`src/hdl/multi_stack_shared_pool_assert.svh`:
```
// ----------------------------------------------------------------------------
// multi_stack_shared_pool assertion macros
// clocked on clk, disabled while rst is high
// ----------------------------------------------------------------------------
`ifndef MULTI_STACK_SHARED_POOL_ASSERT_SVH
`define MULTI_STACK_SHARED_POOL_ASSERT_SVH

// same-cycle implication
`define MSSP_ASSERT_SAME(lbl, ante, cons, msg) \
  lbl: assert property (@(posedge clk) disable iff (rst) (ante) |-> (cons)) \
    else $error(msg);

// next-cycle implication
`define MSSP_ASSERT_NEXT(lbl, ante, cons, msg) \
  lbl: assert property (@(posedge clk) disable iff (rst) (ante) |=> (cons)) \
    else $error(msg);

`endif

```
`src/hdl/mssp_pkg.sv`:
```
// ----------------------------------------------------------------------------
// mssp_pkg
// shared constants and types of the multi-stack shared pool
// ----------------------------------------------------------------------------
package mssp_pkg;

  localparam int NUM_STACKS  = 4;
  localparam int POOL_DEPTH  = 64;
  localparam int DATA_W      = 32;
  localparam int STACK_ID_W  = 2;
  localparam int STACK_SLOTS = (NUM_STACKS < (1 << STACK_ID_W)) ? NUM_STACKS
                                                               : (1 << STACK_ID_W);
  localparam int IDX_W       = $clog2(POOL_DEPTH);
  localparam int LINK_W      = $clog2(POOL_DEPTH + 1);

  localparam logic [LINK_W-1:0] NIL = LINK_W'(POOL_DEPTH);

  localparam logic       FUNC_PUSH = 1'b0;
  localparam logic       FUNC_POP  = 1'b1;

  localparam logic [1:0] ST_OK        = 2'd0;
  localparam logic [1:0] ST_OVERFLOW  = 2'd1;
  localparam logic [1:0] ST_UNDERFLOW = 2'd2;

  typedef logic [LINK_W-1:0] link_t;
  typedef logic [IDX_W-1:0]  idx_t;
  typedef logic [DATA_W-1:0] data_t;

  // request from the sequencer to the two pool memories
  typedef struct packed {
    logic  re;
    idx_t  raddr;
    logic  link_we;
    logic  data_we;
    idx_t  waddr;
    link_t link_wdata;
    data_t data_wdata;
  } mem_req_t;

endpackage

```
`src/hdl/mssp_ram.sv`:
```
// ----------------------------------------------------------------------------
// mssp_ram
// generic single-write, single-read ram with registered read data
// ----------------------------------------------------------------------------
module mssp_ram #(
  parameter int WIDTH = 32,
  parameter int DEPTH = 64
) (
  input  logic                     clk,
  input  logic                     we,
  input  logic [$clog2(DEPTH)-1:0] waddr,
  input  logic [WIDTH-1:0]         wdata,
  input  logic                     re,
  input  logic [$clog2(DEPTH)-1:0] raddr,
  output logic [WIDTH-1:0]         rdata
);

  logic [WIDTH-1:0] mem [DEPTH];

  always_ff @(posedge clk) begin
    if (we) begin
      mem[waddr] <= wdata;
    end
    if (re) begin
      rdata <= mem[raddr];
    end
  end

endmodule

```
`src/hdl/mssp_ctrl.sv`:
```
// ----------------------------------------------------------------------------
// mssp_ctrl
// two-step sequencer: stack tops, free-list head, link valid bits, result reg
// ----------------------------------------------------------------------------
module mssp_ctrl (
  input  logic                              clk,
  input  logic                              rst,
  input  logic                              req_valid,
  output logic                              req_stall,
  input  logic                              func,
  input  logic [mssp_pkg::STACK_ID_W-1:0]   stack_id,
  input  logic [mssp_pkg::DATA_W-1:0]       push_value,
  output logic                              rsp_valid,
  input  logic                              rsp_stall,
  output logic [1:0]                        status,
  output logic [mssp_pkg::DATA_W-1:0]       pop_value,
  output mssp_pkg::mem_req_t                mem,
  input  mssp_pkg::link_t                   link_rdata,
  input  mssp_pkg::data_t                   data_rdata
);

  localparam logic S_IDLE = 1'b0;
  localparam logic S_EXEC = 1'b1;

  logic                              state;
  logic                              op_func;
  logic [mssp_pkg::STACK_ID_W-1:0]   op_sid;
  logic [mssp_pkg::DATA_W-1:0]       op_val;
  mssp_pkg::idx_t                    op_idx;
  logic                              op_ok;
  logic                              vld_q;
  mssp_pkg::link_t                   free_head;
  mssp_pkg::link_t                   stack_top [mssp_pkg::STACK_SLOTS];
  logic [mssp_pkg::POOL_DEPTH-1:0]   link_vld;

  logic                              accept;
  logic                              sid_ok;
  mssp_pkg::link_t                   top_rd;
  mssp_pkg::link_t                   cand;
  logic                              cand_ok;
  mssp_pkg::idx_t                    cand_idx;
  logic                              done;
  mssp_pkg::link_t                   link_rd;
  mssp_pkg::link_t                   link_nxt;

  assign req_stall = (state != S_IDLE);
  assign accept    = req_valid && (state == S_IDLE);
  assign sid_ok    = (32'(stack_id) < mssp_pkg::NUM_STACKS);
  assign top_rd    = sid_ok ? stack_top[stack_id] : mssp_pkg::NIL;
  assign cand      = (func == mssp_pkg::FUNC_PUSH) ? free_head : top_rd;
  assign cand_ok   = sid_ok && (cand < mssp_pkg::NIL);
  assign cand_idx  = cand[mssp_pkg::IDX_W-1:0];
  assign done      = (state == S_EXEC) && (!rsp_valid || !rsp_stall);

  // unwritten links keep their reset chain
  assign link_rd  = vld_q ? link_rdata
                          : mssp_pkg::LINK_W'(op_idx) + mssp_pkg::LINK_W'(1);
  assign link_nxt = (link_rd < mssp_pkg::NIL) ? link_rd : mssp_pkg::NIL;

  always_comb begin
    mem            = '0;
    mem.re         = accept && cand_ok;
    mem.raddr      = cand_idx;
    mem.waddr      = op_idx;
    mem.data_wdata = op_val;
    if (op_func == mssp_pkg::FUNC_PUSH) begin
      mem.link_wdata = stack_top[op_sid];
    end else begin
      mem.link_wdata = free_head;
    end
    mem.link_we    = done && op_ok;
    mem.data_we    = done && op_ok && (op_func == mssp_pkg::FUNC_PUSH);
  end

  always_ff @(posedge clk) begin
    if (accept) begin
      op_func <= func;
      op_sid  <= stack_id;
      op_val  <= push_value;
      op_idx  <= cand_idx;
      op_ok   <= cand_ok;
      vld_q   <= link_vld[cand_idx];
    end
    if (done) begin
      if (op_ok) begin
        status    <= mssp_pkg::ST_OK;
        pop_value <= (op_func == mssp_pkg::FUNC_POP) ? data_rdata : '0;
      end else begin
        status    <= (op_func == mssp_pkg::FUNC_POP) ? mssp_pkg::ST_UNDERFLOW
                                                     : mssp_pkg::ST_OVERFLOW;
        pop_value <= '0;
      end
    end
  end

  always_ff @(posedge clk) begin
    if (rst) begin
      state     <= S_IDLE;
      rsp_valid <= 1'b0;
      free_head <= '0;
      link_vld  <= '0;
      for (int i = 0; i < mssp_pkg::STACK_SLOTS; i++) begin
        stack_top[i] <= mssp_pkg::NIL;
      end
    end else begin
      if (accept) begin
        state <= S_EXEC;
      end else if (done) begin
        state <= S_IDLE;
      end
      if (done) begin
        rsp_valid <= 1'b1;
      end else if (!rsp_stall) begin
        rsp_valid <= 1'b0;
      end
      if (done && op_ok) begin
        link_vld[op_idx] <= 1'b1;
        if (op_func == mssp_pkg::FUNC_PUSH) begin
          free_head         <= link_nxt;
          stack_top[op_sid] <= mssp_pkg::LINK_W'(op_idx);
        end else begin
          free_head         <= mssp_pkg::LINK_W'(op_idx);
          stack_top[op_sid] <= link_nxt;
        end
      end
    end
  end

`include "multi_stack_shared_pool_assert.svh"

  `MSSP_ASSERT_NEXT(a_accept_exec, req_valid && !req_stall, state == S_EXEC, "accept did not start exec")
  `MSSP_ASSERT_SAME(a_no_rw_overlap, mem.re, !mem.link_we && !mem.data_we, "pool read and write overlap")
  `MSSP_ASSERT_NEXT(a_exec_result, done, rsp_valid && state == S_IDLE, "exec did not load result")
  `MSSP_ASSERT_SAME(a_err_zero, rsp_valid && status != mssp_pkg::ST_OK, pop_value == '0, "error word with nonzero value")

endmodule

```
`src/hdl/multi_stack_shared_pool.sv`:
```
// ----------------------------------------------------------------------------
// multi_stack_shared_pool
// several lifo stacks sharing one linked pool of entries with a free list
//
//   channel  valid      stall      fields
//   request  req_valid  req_stall  func, stack_id, push_value
//   response rsp_valid  rsp_stall  status, pop_value
//
// each word takes an accept step, which reads the link and data memories,
// and an exec step, which writes them back and loads the result register
// a held result stalls only the exec step; no new word is taken meanwhile
// synchronous reset, no clearing pass: link valid bits restore the reset chain
// ----------------------------------------------------------------------------
module multi_stack_shared_pool (
  input  logic                              clk,
  input  logic                              rst,
  input  logic                              req_valid,
  output logic                              req_stall,
  input  logic                              func,
  input  logic [mssp_pkg::STACK_ID_W-1:0]   stack_id,
  input  logic signed [mssp_pkg::DATA_W-1:0] push_value,
  output logic                              rsp_valid,
  input  logic                              rsp_stall,
  output logic [1:0]                        status,
  output logic signed [mssp_pkg::DATA_W-1:0] pop_value
);

  mssp_pkg::mem_req_t mem;
  mssp_pkg::link_t    link_rdata;
  mssp_pkg::data_t    data_rdata;
  mssp_pkg::data_t    pop_raw;

  mssp_ctrl u_ctrl (
    .clk        (clk),
    .rst        (rst),
    .req_valid  (req_valid),
    .req_stall  (req_stall),
    .func       (func),
    .stack_id   (stack_id),
    .push_value (push_value),
    .rsp_valid  (rsp_valid),
    .rsp_stall  (rsp_stall),
    .status     (status),
    .pop_value  (pop_raw),
    .mem        (mem),
    .link_rdata (link_rdata),
    .data_rdata (data_rdata)
  );

  assign pop_value = pop_raw;

  mssp_ram #(
    .WIDTH (mssp_pkg::LINK_W),
    .DEPTH (mssp_pkg::POOL_DEPTH)
  ) u_link_ram (
    .clk   (clk),
    .we    (mem.link_we),
    .waddr (mem.waddr),
    .wdata (mem.link_wdata),
    .re    (mem.re),
    .raddr (mem.raddr),
    .rdata (link_rdata)
  );

  mssp_ram #(
    .WIDTH (mssp_pkg::DATA_W),
    .DEPTH (mssp_pkg::POOL_DEPTH)
  ) u_data_ram (
    .clk   (clk),
    .we    (mem.data_we),
    .waddr (mem.waddr),
    .wdata (mem.data_wdata),
    .re    (mem.re),
    .raddr (mem.raddr),
    .rdata (data_rdata)
  );

endmodule

```
`config.mk`:
```
export PLATFORM = sky130hd
export DESIGN_NAME = multi_stack_shared_pool
export DESIGN_NICKNAME = d
export VERILOG_FILES = /design/src/hdl/mssp_pkg.sv /design/src/hdl/mssp_ram.sv /design/src/hdl/mssp_ctrl.sv /design/src/hdl/multi_stack_shared_pool.sv
export VERILOG_INCLUDE_DIRS = /design/src /design/src/hdl
export SDC_FILE = /design/constraint.sdc
export NUM_CORES = 2
export LEC_CHECK = 0
export BUFFER_PORTS_ARGS = -buffer_cell sky130_fd_sc_hd__buf_2
export CORE_MARGIN = 2
export CORE_UTILIZATION = 40
export CTS_BUF_LIST = sky130_fd_sc_hd__clkbuf_8
export DETAILED_ROUTE_END_ITERATION = 8
export PLACE_DENSITY_LB_ADDON = 0.08
export REMOVE_ABC_BUFFERS = 1
export SLEW_MARGIN = 20
export SYNTH_ARGS = -nofsm -noshare
export SYNTH_HDL_FRONTEND = slang
export SYNTH_SLANG_ARGS = --single-unit
```
`constraint.sdc`:
```
create_clock -name clk -period 13.34 [get_ports clk]
set_input_delay 1.334 -clock clk [delete_from_list [all_inputs] [get_ports clk]]
set_output_delay 1.334 -clock clk [all_outputs]
set_load 0.05 [all_outputs]
```
# ---- After elaboration in Yosys (flattened, before gate mapping)
# Memory sizes are Yosys's and may differ from the RTL's. A register that Yosys moved wholly into a read port is not among the register bits.
# Index checks and enable logic that the tools add are counted.
dict set report totals {
  ff_bits 150
  ram_bits 2524
  inputBits 39
  output_inout_bits 36
  wordCells 71
  memories 3
}
dict set report classes {
  addsub 1
  order_cmp 5
  eq_ne 1
  mux 33
  bitwise_logic 4
  reduce_logical 12
}
# name depth word_bits rd rd_clocked_by_memory_dff write_ports line_no
set memory_table {}
lappend memory_table {u_data_ram.mem 64 32 1 1 1 mssp_ram.sv:18} ;# logic [WIDTH-1:0] mem [DEPTH];
lappend memory_table {u_link_ram.mem 64 7 1 1 1 mssp_ram.sv:18}
lappend memory_table {u_ctrl.stack_top 4 7 2 1 4 mssp_ctrl.sv:33} ;# mssp_pkg::link_t stack_top [mssp_pkg::STACK_SLOTS];
# op count
set op_table {}
lappend op_table {{$or 64x64->64} 1}
lappend op_table {{$mux 7} 7}
lappend op_table {{$mux 1} 21}
lappend op_table {{$lt 6x7->1 const B} 2}
lappend op_table {{$lt 7x7->1 const B} 2}
lappend op_table {{$add 6x1->7 const B} 1}
lappend op_table {{$reduce_or 7->1} 1}
lappend op_table {{$bmux 1 s6} 1}
lappend op_table {{$demux 1 s6} 1}
lappend op_table {{$ge 6x1->1 const B} 1}
lappend op_table {{$logic_and 1x1->1} 6}
lappend op_table {{$mux 2} 3}
lappend op_table {{$logic_not 1->1} 2}
lappend op_table {{$ne 2x1->1 const B} 1}
lappend op_table {{$not 1->1} 2}
lappend op_table {{$reduce_and 2->1} 1}
lappend op_table {{$reduce_bool 2->1} 1}
lappend op_table {{$logic_or 1x1->1} 1}
lappend op_table {{$or 1x1->1} 1}

# ---- Logic depth before layout (Yosys ltp)
dict set report depth {
  depth_word 10
  ltp_mapped 13
  depth_no_buf 8
}

# ---- Modules after synthesis
# A second synthesis with hierarchy kept.
dict set report unflattened {
  cells_unflattened 4772
  area_unflattened_um2 104112.4
}
# mod n_inst cells_per_inst area_per_inst_um2 seq_area_each_um2
set modules_own_cells {}
lappend modules_own_cells {{mssp_ram (u_data_ram)} 1 3324 78835.6 62459.9}
lappend modules_own_cells {{mssp_ram (u_link_ram)} 1 827 17705.7 13663.1}
lappend modules_own_cells {mssp_ctrl 1 621 7571.0 4654.5}

# ---- Worst setup path before layout
# Ideal clock, no wire load.
dict set report synth_path {
  path_kind {input -> register}
  startpoint {input rsp_stall}
  endpoint {memory u_data_ram.mem[30][0], enable pin}
  setup_ns 0.502
  arrival_time_ns 8.047
  required_time_ns 12.838
  slack_ns 4.792
  path_stages 5
  n_path_buf 1
  path_cell_list {a21boi_0 -> nand2_1 -> or2_2 -> clkbuf_1 -> nor4_1}
}
dict set report synth_between {
  elab_chain_len 7
}
# item line_no
set synth_lines {}
lappend synth_lines {{start: declaration} multi_stack_shared_pool.sv:23} ;# input logic rsp_stall,
lappend synth_lines {{$logic_not 1->1} mssp_ctrl.sv:53} ;# assign done = (state == S_EXEC) && (!rsp_valid || !rsp_stall);
lappend synth_lines {{$logic_or 1x1->1} mssp_ctrl.sv:53}
lappend synth_lines {{$logic_and 1x1->1} mssp_ctrl.sv:53}
lappend synth_lines {{$logic_and 1x1->1 (2 in series)} mssp_ctrl.sv:72} ;# mem.data_we = done && op_ok && (op_func == mssp_pkg::FUNC_PUSH);
lappend synth_lines {{$mux 1} mssp_ram.sv:21} ;# if (we) begin
lappend synth_lines {{$mux 1 (not written as such)} mssp_ram.sv:22} ;# mem[waddr] <= wdata;
lappend synth_lines {{end: declaration} mssp_ram.sv:18}
# Every way passes these cells.

# ---- Worst setup path in the final report
dict set report layout_path {
  startpoint {input func}
  endpoint {register u_data_ram.rdata[18], read port of u_data_ram.mem, data pin}
}
dict set report layout_between {
  elab_chain_len 3
}
# item line_no
set layout_lines {}
lappend layout_lines {{start: declaration} multi_stack_shared_pool.sv:19} ;# input logic func,
lappend layout_lines {{$mux 7 *} mssp_ctrl.sv:50} ;# assign cand = (func == mssp_pkg::FUNC_PUSH) ? free_head : top_rd;
lappend layout_lines {{$lt 7x7->1} mssp_ctrl.sv:51} ;# assign cand_ok = sid_ok && (cand < mssp_pkg::NIL);
lappend layout_lines {{$logic_and 1x1->1} mssp_ctrl.sv:62} ;# mem.re = accept && cand_ok;
lappend layout_lines {{end: declaration} mssp_ram.sv:15} ;# output logic [WIDTH-1:0] rdata
# Every way passes the cells marked *; elsewhere a longest branch is shown, timed or not.
# A chain may end at the register's enable or synchronous reset.

==> results.rst <==
.. list-table::
   :header-rows: 1

   * - Metric
     - Value
   * - Status
     - finished, final reports clean
   * - Cell leakage power
     - 0.0389 uW
   * - Launching element type of the critical path
     - primary input
   * - CP dominant cell by count
     - buf_4
   * - Count of final max-slew check failures
     - 0
   * - Number of buffers added on ports
     - 74
   * - DPL Wire Length
     - 175 mm
   * - Vertical extent of the die
     - 517 um
   * - Drt first pass iters
     - 7
   * - Maximum clock rate
     - 0.180 GHz
   * - Xor and xnor fraction of the mapped netlist area
     - 0.0250%
   * - Via count of the first global-routing pass
     - 62,300
   * - First-pass GRT wire length
     - 484 mm
   * - Global routing met2 resource utilization
     - 41.2%
   * - Total congestion overflow after global routing
     - 0
   * - Number of antenna violations at the first check in global routing
     - 14
   * - Most common cell after layout, fill and taps aside
     - edfxtp_1
   * - Die width
     - 517 um
   * - Max-capacitance violation count
     - 0
   * - Worst Hold Slack
     - 0.398 ns
   * - Inst Count DP
     - 10,500
   * - Proportion of power drawn by combinational gates
     - 8.0%
   * - Relative slew margins
     - 26.5%
   * - Area inside the core boundary
     - 0.262 mm^2
   * - Number of nets with antenna violations after routing
     - 0
   * - Fin cells
     - 11,400
   * - Vias post-DR
     - 64,200
   * - Switching component of the power
     - 4560 uW
   * - Leading cell types by total area after synthesis
     - edfxtp_1 75%, nand2_1 6.6%, mux2i_1 3.5%
   * - CP peak stage delay
     - 0.83 ns
   * - Cell taking the most area after synthesis
     - edfxtp_1
   * - Category of the worst setup path capture point
     - flop
   * - Largest family of logic cells by synthesized area
     - simple AND/OR/NAND/NOR gates
   * - Count of filler cells inserted in the layout
     - 23,500
   * - Post-Synthesis Cell Area
     - 0.105 mm^2
   * - Total Nets Final
     - 7,499
   * - CTS Root Cell
     - clkbuf_8
   * - Most used routing layer
     - met2
   * - Layout area overhead
     - 12.3%
   * - Final Hold Violating Endpoints
     - 0
   * - Sequential cell area
     - 0.0808 mm^2
   * - Total Die Area
     - 0.267 mm^2
   * - Post-route minimum period
     - 5.57 ns
   * - Residual DRC
     - 0
   * - Area fraction in and, or, nand and nor cells after synthesis
     - 12.2%
   * - Met3 usage in global routing
     - 3.56%
   * - Power density normalized to cell area
     - 152 mW/mm^2
   * - Gpl congestion
     - 0.784
   * - Synth Area per Inst
     - 14.6 um^2
   * - Number of distinct library cells after synthesis
     - 59
   * - Number of sinks driven by the clock tree
     - 2,715
   * - Final-report setup violation count
     - 0
   * - Number of vias per cell after detailed routing
     - 5.66
   * - Critical path type
     - primary input to flop
   * - Total setup buffers inserted after CTS
     - 0
   * - Post-route fraction of the period consumed by the critical path
     - 41.7%
   * - Average wire length per cell after detail routing
     - 30.6 um
   * - Share of power burned in the clock network
     - 39.0%
   * - Type of the worst min-delay path
     - primary input to flop
   * - Total wire length after detailed routing
     - 347 mm
   * - Most common flop cell mapped by yosys
     - edfxtp_1
   * - Sequential cell fraction of total power
     - 52.9%
   * - Synth warnings
     - 0
   * - Flop and latch count out of synthesis
     - 2,715
   * - Adder and majority gate portion of the synthesized area
     - 0.0119%
   * - Number of levels the H-tree was split into
     - 5
   * - Setup TNS
     - 0 ns
   * - Crit Path Max Fanout
     - 108
   * - Met1 usage
     - 35.6%
   * - Internal cell power
     - 13,400 uW
   * - Share of the synthesized area in the top cell type
     - 75.4%
   * - Crit-path cells
     - buf_2 > nand2b_1 > o221a_4 > inv_16 > buf_12 > buf_4 > buf_4 > mux2i_1 > a32oi_1 > and3_1 > a31oi_1 > nand4_1
   * - Master of the slowest instance on the critical path
     - buf_4
   * - Total area of multi-input combinational cells
     - 0.0223 mm^2
   * - Number of gates resized after CTS
     - 0
   * - Peak supply drop
     - 0.107 mV
   * - Arrival time reported for the critical path endpoint
     - 6.36 ns
   * - Clock insertion delay at the later pin of the skew report
     - 1.13 ns
   * - Transition time of the tightest slew-check pin
     - 1.10 ns
   * - Initial standard-cell utilization of the core
     - 40.2%
   * - Total global routing track utilization
     - 25.6%
   * - Switching share of power
     - 25.4%
   * - Clock-pin transition on the worst setup and hold timing paths
     - 0.06 ns
   * - Proportion of layout cells with a drive suffix above 1
     - 12.5%
   * - Number of buffers on the longest clock path
     - 4
   * - Layout Skew
     - 0.116 ns
   * - Area fraction in compound gates after synthesis
     - 4.52%
   * - Number of rows in the core area
     - 188
   * - Number of CTS-inserted buffers
     - 468
   * - Leading cell types in the layout, fill and taps excluded
     - 2,640 x edfxtp_1, 1,858 x nand2_1, 485 x clkbuf_8
   * - Multiplexer fraction of the synthesized cell area
     - 4.01%
   * - Post-synth EDFFs
     - 2,640
   * - Number of buffers added to fix hold violations after cts
     - 0
   * - Unrepaired setup endpoints after global routing
     - false
   * - TritonCTS clock tree
     - built
   * - Async SR Flop Fraction
     - 0%
   * - Worst endpoint required time
     - 14.13 ns
   * - Part of the Yosys area used for sequential elements
     - 76.8%
   * - Count of boundary I/O pins
     - 75
   * - Pin count of the biggest net entering global routing
     - 146
   * - Count of mapped cells out of synthesis
     - 7,191
   * - Number of design-rule violations left by the first detailed-router iteration
     - 6,449
==> sequential cells by signal, indices dropped and copies added (netlist names), named ones only <==
| name | cells |
|---|---|
| u_ctrl.free_head | 7 |
| u_ctrl.link_vld | 64 |
| u_ctrl.op_func | 1 |
| u_ctrl.op_idx | 6 |
| u_ctrl.op_ok | 1 |
| u_ctrl.op_sid | 2 |
| u_ctrl.op_val | 32 |
| u_ctrl.pop_value | 32 |
| u_ctrl.req_stall | 1 |
| u_ctrl.rsp_valid | 1 |
| u_ctrl.stack_top | 28 |
| u_ctrl.status | 2 |
| u_ctrl.vld_q | 1 |
| u_data_ram.mem | 2048 |
| u_data_ram.rdata | 32 |
| u_link_ram.mem | 448 |
| u_link_ram.rdata | 7 |
==> worst max-delay path: cells and delay by family <==
kind,cells,cell delay [ns]
AO/OA/AOI/OAI,3,0.96
multiplexers,1,0.27
AND/OR/NAND/NOR,3,0.62
buffers and inverters,5,2.70
==> path summary, 6_finish.rpt <==
path,from,end,slack [ns],depth (start not counted)
setup reg to reg,u_ctrl.stack_top[1][1],u_data_ram.rdata[18],8.17,11
hold / removal,push_value[26],u_ctrl.op_val[26],0.40,1
hold reg to reg,u_ctrl.link_vld[49],u_ctrl.link_vld[49],0.47,2
setup / recovery,func,u_data_ram.rdata[18],7.77,12
==> layout make-up <==
type	count	area share, %
Timing Repair Buffer	271	1.70
Clock inverter	348	1.52
Inverter	14	0.0668
Multi-Input combinational cell	3989	18.9
Antenna cell	15	0.0318
Clock buffer	485	5.65
Tap cell	3515	3.72
Sequential cell	2715	68.4
==> per-stage QoR <==
stage	util (%)	total power, uW	worst slack [ns]	instance area (um^2)
4_1_cts	45.1	18100	7.90	118000
5_1_grt	45.1	18500	7.60	118000
6_report	45.1	17900	7.77	118000
3_3_place_gp	41.8	11100	6.45	110000
3_5_place_dp	41.9	11100	6.73	110000
2_1_floorplan	-	10600	-11.70	103000
==> cell usage after synthesis, types with 11 or more instances <==
master / count
nand4_1: 177
dfxtp_1: 75
nor3_1: 69
buf_4: 60
and4_1: 29
nand2b_1: 11
mux4_2: 11
nand2_1: 1859
nand3_1: 453
a21oi_1: 12
clkbuf_1: 109
mux2_2: 14
edfxtp_1: 2640
nor2_1: 232
buf_2: 267
a31oi_1: 214
buf_6: 16
and3_1: 105
mux2i_1: 371
buf_1: 21
a32oi_1: 355
==> logic make-up after synthesis <==
logic type | after synthesis
flip-flops | 2715
multiplexers | 401
AO/OA/AOI/OAI | 610
adder cells (fa/ha/maj) | 1
buffers and inverters | 487
XOR/XNOR | 3
AND/OR/NAND/NOR | 2974
==> power groups by stage <==
stage / Clock (uW) / Combinational [uW] / Sequential [uW]
after global placement: 0 / 1440 / 9670
after detailed placement: 0 / 1450 / 9670
final: 7000 / 1440 / 9490
after global routing: 7490 / 1530 / 9490
after CTS: 7130 / 1450 / 9490
after floorplan: 0 / 818 / 9740
==> layer usage <==
| metal | up-vias | part of all wire, % |
|---|---|---|
| li1 | 27800 | - |
| met1 | 33400 | 43 |
| met2 | 2418 | 47 |
| met3 | 543 | 6.0 |
| met4 | 0 | 3.5 |
| met5 | - | 0 |
Power figures use the tool's default switching activity.
